File: src/sv/ictf_pkg.sv
// ictf_pkg: shared types, constants and the arctangent table for the tilt filter
// used by every module of the imu complementary tilt filter
`default_nettype none

package ictf_pkg;

   localparam int ACC_W   = 16;
   localparam int US_W    = 20;
   localparam int ANG_W   = 32;
   localparam int CSR_IDX_W  = 4;
   localparam int CSR_DATA_W = 16;

   localparam logic [CSR_IDX_W-1:0] CSR_BLEND_WEIGHT = 4'd0;
   localparam logic [CSR_IDX_W-1:0] CSR_GYRO_RANGE   = 4'd1;

   localparam logic [15:0] WEIGHT_RESET = 16'd62915;
   localparam logic [1:0]  RANGE_RESET  = 2'd0;

   localparam logic [US_W-1:0] US_MAX = 20'd1000000;

   // isqrt of a 48 bit value: 24 two-bit steps
   localparam int          ROOT_N_W   = 48;
   localparam logic [4:0]  ROOT_LAST  = 5'd23;

   // cordic datapath widths
   localparam int XY_W = 28;
   localparam int Z_W  = 25;

   // gyro scaling: 250/128e6 is 1/512000, so q = (|raw|*us<<range + 256000) / 512000
   // taken as >> 12, then / 125 by reciprocal multiply (ceil(2^33/125), exact below 2^26)
   localparam logic [37:0] GYRO_HALF    = 38'd256000;
   localparam logic [26:0] GYRO_RECIP   = 27'd68719477;
   localparam logic [4:0]  GYRO_LAST    = 5'd3;

   typedef enum logic [8:0] {
      S_IDLE        = 9'b000000001,
      S_SQUARE      = 9'b000000010,
      S_ROOT_INIT   = 9'b000000100,
      S_ROOT        = 9'b000001000,
      S_CORDIC_INIT = 9'b000010000,
      S_CORDIC      = 9'b000100000,
      S_BLEND_MUL   = 9'b001000000,
      S_BLEND_SUM   = 9'b010000000,
      S_DONE        = 9'b100000000
   } state_type;

   typedef struct packed {
      logic load;
      logic square;
      logic root_init;
      logic root_step;
      logic cordic_init;
      logic cordic_step;
      logic blend_mul;
      logic blend_sum;
      logic commit;
      logic sel;        // 0 roll, 1 pitch
   } cmd_type;

   typedef struct packed {
      logic root_last;
      logic cordic_last;
      logic gyro_done;
      logic out_free;
   } status_type;

   // rounded q16 degree arctangent of 2^-i
   function automatic logic [21:0] atan_q16(input logic [4:0] idx);
      logic [21:0] v;
      case (idx)
         5'd0:  v = 22'd2949120;
         5'd1:  v = 22'd1740967;
         5'd2:  v = 22'd919879;
         5'd3:  v = 22'd466945;
         5'd4:  v = 22'd234379;
         5'd5:  v = 22'd117266;
         5'd6:  v = 22'd58666;
         5'd7:  v = 22'd29335;
         5'd8:  v = 22'd14668;
         5'd9:  v = 22'd7334;
         5'd10: v = 22'd3667;
         5'd11: v = 22'd1833;
         5'd12: v = 22'd917;
         5'd13: v = 22'd458;
         5'd14: v = 22'd229;
         5'd15: v = 22'd115;
         5'd16: v = 22'd57;
         5'd17: v = 22'd29;
         5'd18: v = 22'd14;
         5'd19: v = 22'd7;
         5'd20: v = 22'd4;
         5'd21: v = 22'd2;
         5'd22: v = 22'd1;
         default: v = 22'd0;
      endcase
      return v;
   endfunction

endpackage

`default_nettype wire

File: src/sv/ictf_ctrl.sv
// ictf_ctrl: sequencer for the tilt filter, one word at a time
// depends on ictf_pkg; drives the datapath through cmd_type
`default_nettype none

module ictf_ctrl (
   input  wire logic                clock,
   input  wire logic                reset,
   input  wire logic                req_valid,
   output logic                     req_ready,
   input  wire ictf_pkg::status_type status,
   output ictf_pkg::cmd_type        cmd
);

   ictf_pkg::state_type state_ff, state_in;
   logic sel_ff, sel_in;

   always_comb begin
      state_in  = state_ff;
      sel_in    = sel_ff;
      cmd       = '0;
      cmd.sel   = sel_ff;
      req_ready = 1'b0;
      case (state_ff)
         ictf_pkg::S_IDLE: begin
            req_ready = 1'b1;
            if (req_valid) begin
               cmd.load = 1'b1;
               sel_in   = 1'b0;
               state_in = ictf_pkg::S_SQUARE;
            end
         end
         ictf_pkg::S_SQUARE: begin
            cmd.square = 1'b1;
            state_in   = ictf_pkg::S_ROOT_INIT;
         end
         ictf_pkg::S_ROOT_INIT: begin
            cmd.root_init = 1'b1;
            state_in      = ictf_pkg::S_ROOT;
         end
         ictf_pkg::S_ROOT: begin
            cmd.root_step = 1'b1;
            if (status.root_last) state_in = ictf_pkg::S_CORDIC_INIT;
         end
         ictf_pkg::S_CORDIC_INIT: begin
            cmd.cordic_init = 1'b1;
            state_in        = ictf_pkg::S_CORDIC;
         end
         ictf_pkg::S_CORDIC: begin
            cmd.cordic_step = 1'b1;
            if (status.cordic_last) state_in = ictf_pkg::S_BLEND_MUL;
         end
         ictf_pkg::S_BLEND_MUL: begin
            cmd.blend_mul = 1'b1;
            if (status.gyro_done) state_in = ictf_pkg::S_BLEND_SUM;
         end
         ictf_pkg::S_BLEND_SUM: begin
            cmd.blend_sum = 1'b1;
            if (sel_ff) begin
               state_in = ictf_pkg::S_DONE;
            end else begin
               sel_in   = 1'b1;
               state_in = ictf_pkg::S_ROOT_INIT;
            end
         end
         ictf_pkg::S_DONE: begin
            if (status.out_free) begin
               cmd.commit = 1'b1;
               state_in   = ictf_pkg::S_IDLE;
            end
         end
         default: state_in = ictf_pkg::S_IDLE;
      endcase
   end

   always_ff @(posedge clock) begin
      if (reset) begin
         state_ff <= ictf_pkg::S_IDLE;
         sel_ff   <= 1'b0;
      end else begin
         state_ff <= state_in;
         sel_ff   <= sel_in;
      end
   end

endmodule

`default_nettype wire

File: config.mk
export PLATFORM = sky130hd
export DESIGN_NAME = ictf_ctrl
export DESIGN_NICKNAME = d
export VERILOG_FILES = /design/src/sv/ictf_pkg.sv /design/src/sv/ictf_ctrl.sv
export SDC_FILE = /design/constraint.sdc
export NUM_CORES = 1
export LEC_CHECK = 0
export BUFFER_PORTS_ARGS = -buffer_cell sky130_fd_sc_hd__buf_2
export CAP_MARGIN = 0
export CORE_MARGIN = 4
export CORE_UTILIZATION = 32
export CTS_BUF_LIST = sky130_fd_sc_hd__clkbuf_8 sky130_fd_sc_hd__clkbuf_16
export CTS_CLUSTER_DIAMETER = 60
export DETAILED_ROUTE_END_ITERATION = 7
export PLACE_DENSITY = 0.65
export SYNTH_ARGS = -nofsm -noshare
export SYNTH_HDL_FRONTEND = slang
export SYNTH_SLANG_ARGS = --single-unit
export TNS_END_PERCENT = 30
File: constraint.sdc
create_clock -name clock -period 4.95 [get_ports clock]
set_clock_uncertainty 0.15 [all_clocks]
set_input_delay 0.2475 -clock clock [delete_from_list [all_inputs] [get_ports clock]]
set_output_delay 0.2475 -clock clock [all_outputs]
set_load 0.01 [all_outputs]
==> results by group, run 1 <==
Run status
  – Outcome: finished clean

Floorplan
  – # rows: 16
  – I/O pin count: 18
  – Initial core utilization: 34.9%
  – Die area: 0.00305 mm²
  – Die H: 55.2 µm
  – Die X: roughly 55 µm
  – Core footprint: 0.00204 mm²

Timing
  – Fin crit period: 2.27 ns
  – Measured slew at the worst slew-check pin: between 0.5 and 0.6 ns
  – Fin crit share: 45.8%
  – RSZ-0062 raised after global routing: false
  – Setup TNS: 0 ns
  – Endpoints failing hold: 0
  – Max Freq: 441 MHz
  – Slew headroom: 64.9%
  – Final setup violation count: 0
  – Final Max Tran Viols: 0

CTS
  – CTS Buffer Depth: 2
  – TritonCTS buffer count: 3
  – H-tree levels: 1
  – CTS Root Cell: clkbuf_8
  – TritonCTS clock tree: yes
  – CTS Hold Bufs: 0
  – Post-CTS Setup Bufs: 0
  – TritonCTS sink count: 10
  – Post_cts resized: 0
  – Skew-Pair Late Insertion Delay: 0.23 ns
  – Worst-path clk slew: 0.04 ns

Synth
  – Syn_nets: between 80 and 90
  – Part of the Yosys area used for sequential elements: 28.1%
  – Post-Synth Adder-Cell Area: 0%
  – Yosys warning total: 0
  – Syn avg cell area: 9.14 µm²
  – FF+latch count, synth: 10
  – Async S/R FF share, synth: 0%
  – Post-Syn Area: 713 µm²
  – Mux contribution to synthesized area: 0%
  – Post-synthesis compound-gate area fraction: 19.6%
  – Syn Inst Count: 78
  – Number of enable flip-flop cells after synthesis: 0
  – Main synth FF type: dfxtp_1
  – Post-Synth XOR/XNOR Area: under 10%
  – Netlist cell types: 41
  – Post-Synth Simple-Gate Area: 40.9%
  – Largest family of logic cells by synthesized area: simple AND/OR/NAND/NOR gates

Global routing
  – GRT Total Usage: 12.0%
  – First-pass GRT wire length: approximately 3000 µm
  – Largest net degree at the start of global routing: 14
  – GRT Residual Overflow: 0
  – Initial antenna violation count: 0
  – Vias in the first global route: 628

Pwr
  – Power Dens Cells: 274 mW/mm²
  – Sw frac: 28.3%
  – Switching pwr: 0.0639 mW
  – Clk pwr share: 35.8%
  – Leak Pwr: 0.333 nW
  – Sequential fraction of design power: 40.4%
  – Peak supply drop: 0.000152 V
  – Pint: 0.162 mW
  – Combinational Power Share: 23.7%

Place
  – Area after DPL: around 800 µm²
  – RePlAce Congestion: 0.790
  – DP HPWL: 1270 µm
  – IO Port Bufs: 17

Routing
  – Wire per inst: 14.0 µm
  – DRT Pass-1 Iters: 4
  – Via density: 5.18
  – WL final: approximately 1700 µm
  – DR iter-0 viols: 12
  – Routed Antenna Nets: 0
  – Detailed-route DRC error count: 0
  – Vias: ~600

Worst setup path
  – CP endpoint kind: primary output
  – CP arrival: ~1.9 ns
  – Crit Path Max Fanout: 6
  – Crit path required time: 4.55 ns
  – Crit path largest cell delay: 0.60 ns
  – Critical Setup Path Class: flip-flop to primary output
  – CP cell instances: or4_4 > nor2_1 > nand2_1 > nor3_1 > buf_2
  – Slowest CP cell: or4_4
  – CP Launch Type: flip-flop

Final layout
  – Layout cells sized above 1: 39.1%
  – Final #Nets: 101
  – Commonest cells after routing, fill and taps aside: buf_2, dfxtp_1, nor2_1, nor3_1, inv_1
  – Final instance area: between 800 and 900 µm²
  – Post-synthesis to final-layout area growth: 15.6%
  – ANT cells: 0
  – Most common cell after layout, fill and taps aside: buf_2

Flow run
  – MaxCap Viol Count: 0

Hold path
  – Worst hold path type: primary input to flip-flop
-- metrics by stage --
| step | hold slack, ns | cells | setup slack (ns) | total power [mW] | util (%) |
|---|---|---|---|---|---|
| 2_1_floorplan | 0.170 | 78 | 3.07 | 0.133 | - |
| 3_3_place_gp | 0.376 | 116 | 3.01 | 0.145 | 38.4 |
| 3_5_place_dp | 0.381 | 116 | 2.96 | 0.145 | 38.4 |
| 4_1_cts | 0.135 | 119 | 2.69 | 0.229 | 40.4 |
| 5_1_grt | 0.151 | 119 | 2.54 | 0.241 | 40.4 |
| 6_report | 0.141 | 119 | 2.68 | 0.226 | 40.4 |
-- power by group through the flow --
stage	logic, mW	clock network, mW	registers (mW)
after floorplan	0.0433	0	0.0900
after global placement	0.0531	0	0.0919
after detailed placement	0.0529	0	0.0922
after CTS	0.0539	0.0845	0.0908
after global routing	0.0603	0.0890	0.0922
final	0.0535	0.0809	0.0912
-- path summary, 6_finish.rpt --
check / slack (ns) / start / depth (start not counted) / endpoint
max: 2.68 / state_ff[4]$_SDFFE_PP0P_ / 5 / cmd[6]
min: 0.14 / reset / 2 / state_ff[8]$_SDFFE_PP0P_
max reg2reg: 3.06 / state_ff[2]$_SDFFE_PP0P_ / 4 / state_ff[2]$_SDFFE_PP0P_
min reg2reg: 0.40 / sel_ff$_SDFFE_PP0P_ / 2 / state_ff[8]$_SDFFE_PP0P_
-- cell usage after synthesis, types with 2 or more instances --
master | number | share of area, %
dfxtp_1 | 10 | 28
nor2_1 | 7 | 3.7
nor3_1 | 7 | 4.9
inv_1 | 4 | 2.1
nand2_1 | 3 | 1.6
nor3_2 | 3 | 4.2
a21oi_1 | 2 | 1.4
a2bb2oi_1 | 2 | 2.5
and2_1 | 2 | 1.8
buf_4 | 2 | 2.1
nand2b_1 | 2 | 1.8
nor3b_1 | 2 | 2.1
nor4_1 | 2 | 1.8
nor4b_1 | 2 | 2.5
or4b_2 | 2 | 2.8
-- routing by layer --
metal  vias to the layer above  GRT usage (%)  part of all wire, %
met2                        18           17.4                   45
met5                         -              0                    0
met3                         4           2.80                  5.5
met4                         0           5.21                  1.1
li1                        316              -                    -
met1                       279           16.6                   49
-- flip-flops by register name, summed over array words and instances, names as in the netlist --
register	count
sel_ff	1
state_ff	9
-- area by class of cell --
cell class | count | area [µm²]
clock buffer | 3 | 41.3
timing repair buffer | 17 | 85.1
inverter | 4 | 15.0
sequential | 10 | 200
multi-input combinational | 58 | 449
fill | 228 | 1220
tap | 27 | 33.8
-- critical path: cells and delay by family (launching register included) --
| family | cells | cell delay (ns) |
|---|---|---|
| buffers and inverters | 1 | 0.15 |
| DFF | 1 | 0.34 |
| and+or+nand+nor | 4 | 1.13 |
-- kinds of logic (layout without fill, tap and decap cells) --
family          Yosys count  after routing
buf+inv                  10             24
flops                    10             10
xor+xnor                  2              2
simple gates             41             41
compound gates           15             15
(Power assumes the default switching activity.)
==> inputs of run 2 (changes only) <==
clock period = 2.21 ns   (was 4.95 ns; I/O delays follow)
==> run 2 against run 1 <==
Routed wire length is 0.90% lower. Sequential power increased by 120%. Setup slack got worse by 2.6 ns. Global-route usage is 0.091 points lower. Final area rose by 4.1%. Cell count increased by 2.5%. Count of clock-buffer cells in the layout rose by 1. Critical path type unchanged. Largest power group is now the clock network.
==> results by group, run 2 (same netlist as run 1, synthesis figures left out) <==
Run status
  – Outcome: finished clean

Pwr
  – Combinational Power Share: a little over a fifth
  – Power Dens Cells: 652 mW/mm²
  – Clk pwr share: 42.3%
  – Sw frac: 28.2%
  – Switching pwr: about 0.16 mW
  – Leak Pwr: 0.350 nW
  – Sequential fraction of design power: roughly 37%
  – Pint: ~0.40 mW
  – Peak supply drop: roughly 0.0004 V

Place
  – Area after DPL: 791 µm²
  – DP HPWL: 1230 µm
  – RePlAce Congestion: 0.821
  – IO Port Bufs: 17

Timing
  – Fin crit period: 2.10 ns
  – Final setup violation count: 0
  – Endpoints failing hold: 0
  – RSZ-0062 raised after global routing: false
  – Fin crit share: about 95%
  – Measured slew at the worst slew-check pin: 0.559 ns
  – Max Freq: ~480 MHz
  – Final Max Tran Viols: 0
  – Slew headroom: 62.2%
  – Setup TNS: 0 ns

Final layout
  – Largest reg by FF count: state_ff
  – Biggest regs: state_ff: 9 flops, sel_ff: 1 flops
  – Largest register FFs: 9
  – Post-synthesis to final-layout area growth: 20.4%
  – Util after Layout: 42.0%
  – Storage cell area: 200 µm²
  – Final #Nets: 103
  – Area of the multi-input gates: 452 µm²
  – Fill cells: between 200 and 250
  – ANT cells: 0
  – Most common cell after layout, fill and taps aside: buf_2
  – Layout cells sized above 1: 41.1%
  – Commonest cells after routing, fill and taps aside: buf_2, dfxtp_1, nor3_1
  – Final instance area: around 860 µm²

CTS
  – TritonCTS clock tree: yes
  – TritonCTS buffer count: 3
  – Worst-path clk slew: 0.05 ns
  – TritonCTS sink count: 10
  – Post-CTS Setup Bufs: 0
  – CTS Root Cell: clkbuf_8
  – CTS Buffer Depth: 2
  – Skew-Pair Late Insertion Delay: around 0.24 ns
  – H-tree levels: 1

Floorplan
  – Die X: 55.2 µm
  – Core footprint: 0.00204 mm²
  – Die area: 0.00305 mm²
  – Die H: around 55 µm
  – I/O pin count: 18
  – # rows: 16
  – Initial core utilization: 34.9%

Worst setup path
  – CP arrival: 1.84 ns
  – CP endpoint kind: primary output
  – Crit Path Max Fanout: 6
  – CP Launch Type: flip-flop
  – Critical Setup Path Class: flip-flop to primary output
  – Crit path required time: just under 2 ns

Global routing
  – GRT Total Usage: 11.9%
  – Initial antenna violation count: 0
  – Largest net degree at the start of global routing: 13
  – Vias in the first global route: 653
  – First-pass GRT wire length: 2990 µm
  – GRT Residual Overflow: 0

Routing
  – WL final: 1650 µm
  – DR iter-0 viols: 8
  – DRT Pass-1 Iters: 4
  – Via density: 5.33
  – Vias: 650
  – Routed Antenna Nets: 0
  – Detailed-route DRC error count: 0
  – Wire per inst: around 14 µm

Hold path
  – Worst hold path type: primary input to flip-flop

Flow run
  – MaxCap Viol Count: 0
run 2: cell count changes in the layout (fill, tap and decap cells not counted):
cell           delta
buf_4             +1
clkbuf_8          +1
dlygate4sd3_1     +1
nor2_1            -1
nor2_2            +1
run 2: through the flow:
step | instances | hold WS (ns) | power [mW] | setup slack (ns)
2_1_floorplan | 78 | 0.0329 | 0.299 | 0.389
3_3_place_gp | 117 | 0.242 | 0.322 | 0.323
3_5_place_dp | 117 | 0.250 | 0.325 | 0.291
4_1_cts | 122 | 0.0528 | 0.566 | 0.0108
5_1_grt | 122 | 0.0820 | 0.594 | 0.0113
6_report | 122 | 0.0416 | 0.559 | 0.111
run 2: worst paths after layout:
check / endpoint / slack [ns] / cells past startpoint / startpoint
setup / recovery: cmd[6] / 0.11 / 5 / state_ff[4]$_SDFFE_PP0P_
hold / removal: state_ff[0]$_SDFFE_PP1P_ / 0.04 / 4 / req_valid
setup reg to reg: state_ff[0]$_SDFFE_PP1P_ / 0.34 / 4 / state_ff[6]$_SDFFE_PP0P_
hold reg to reg: state_ff[8]$_SDFFE_PP0P_ / 0.40 / 2 / sel_ff$_SDFFE_PP0P_
run 2: area by class of cell:
class	instances	share of cell area (%)
repair buffers	19	12.0
flip-flops and latches	10	23.3
inverters	4	1.75
well taps	27	3.94
clock buffers	4	6.41
multi-input cells	58	52.6
run 2: power groups by stage:
| stage | combinational, mW | sequential (mW) | clock (mW) |
|---|---|---|---|
| 3_5_place_dp | 0.118 | 0.207 | 0 |
| 5_1_grt | 0.135 | 0.207 | 0.252 |
| 3_3_place_gp | 0.117 | 0.205 | 0 |
| 4_1_cts | 0.120 | 0.204 | 0.242 |
| 6_report | 0.119 | 0.204 | 0.236 |
| 2_1_floorplan | 0.0969 | 0.202 | 0 |
run 2: worst max-delay path, stage by stage (launching register included):
cell and delay [ns]:
dfxtp_1 0.35, or4_4 0.61, nor2_2 0.17, nand2_1 0.15
nor3_1 0.16, buf_2 0.16
run 2: metal layers:
metal / routed length [µm] / global-route usage (%) / vias up
li1: - / - / 322
met1: 799 / 16.5 / 303
met2: 737 / 17.2 / 21
met3: 94 / 3.50 / 4
met4: 22 / 4.17 / 0
met5: 0 / 0 / -
run 2: what timing repair did:
item	in CTS	in global routing
hold buffers	1	0
endpoints found under the setup margin	0	2
gates resized for setup	0	1
hold endpoints to repair	2	0
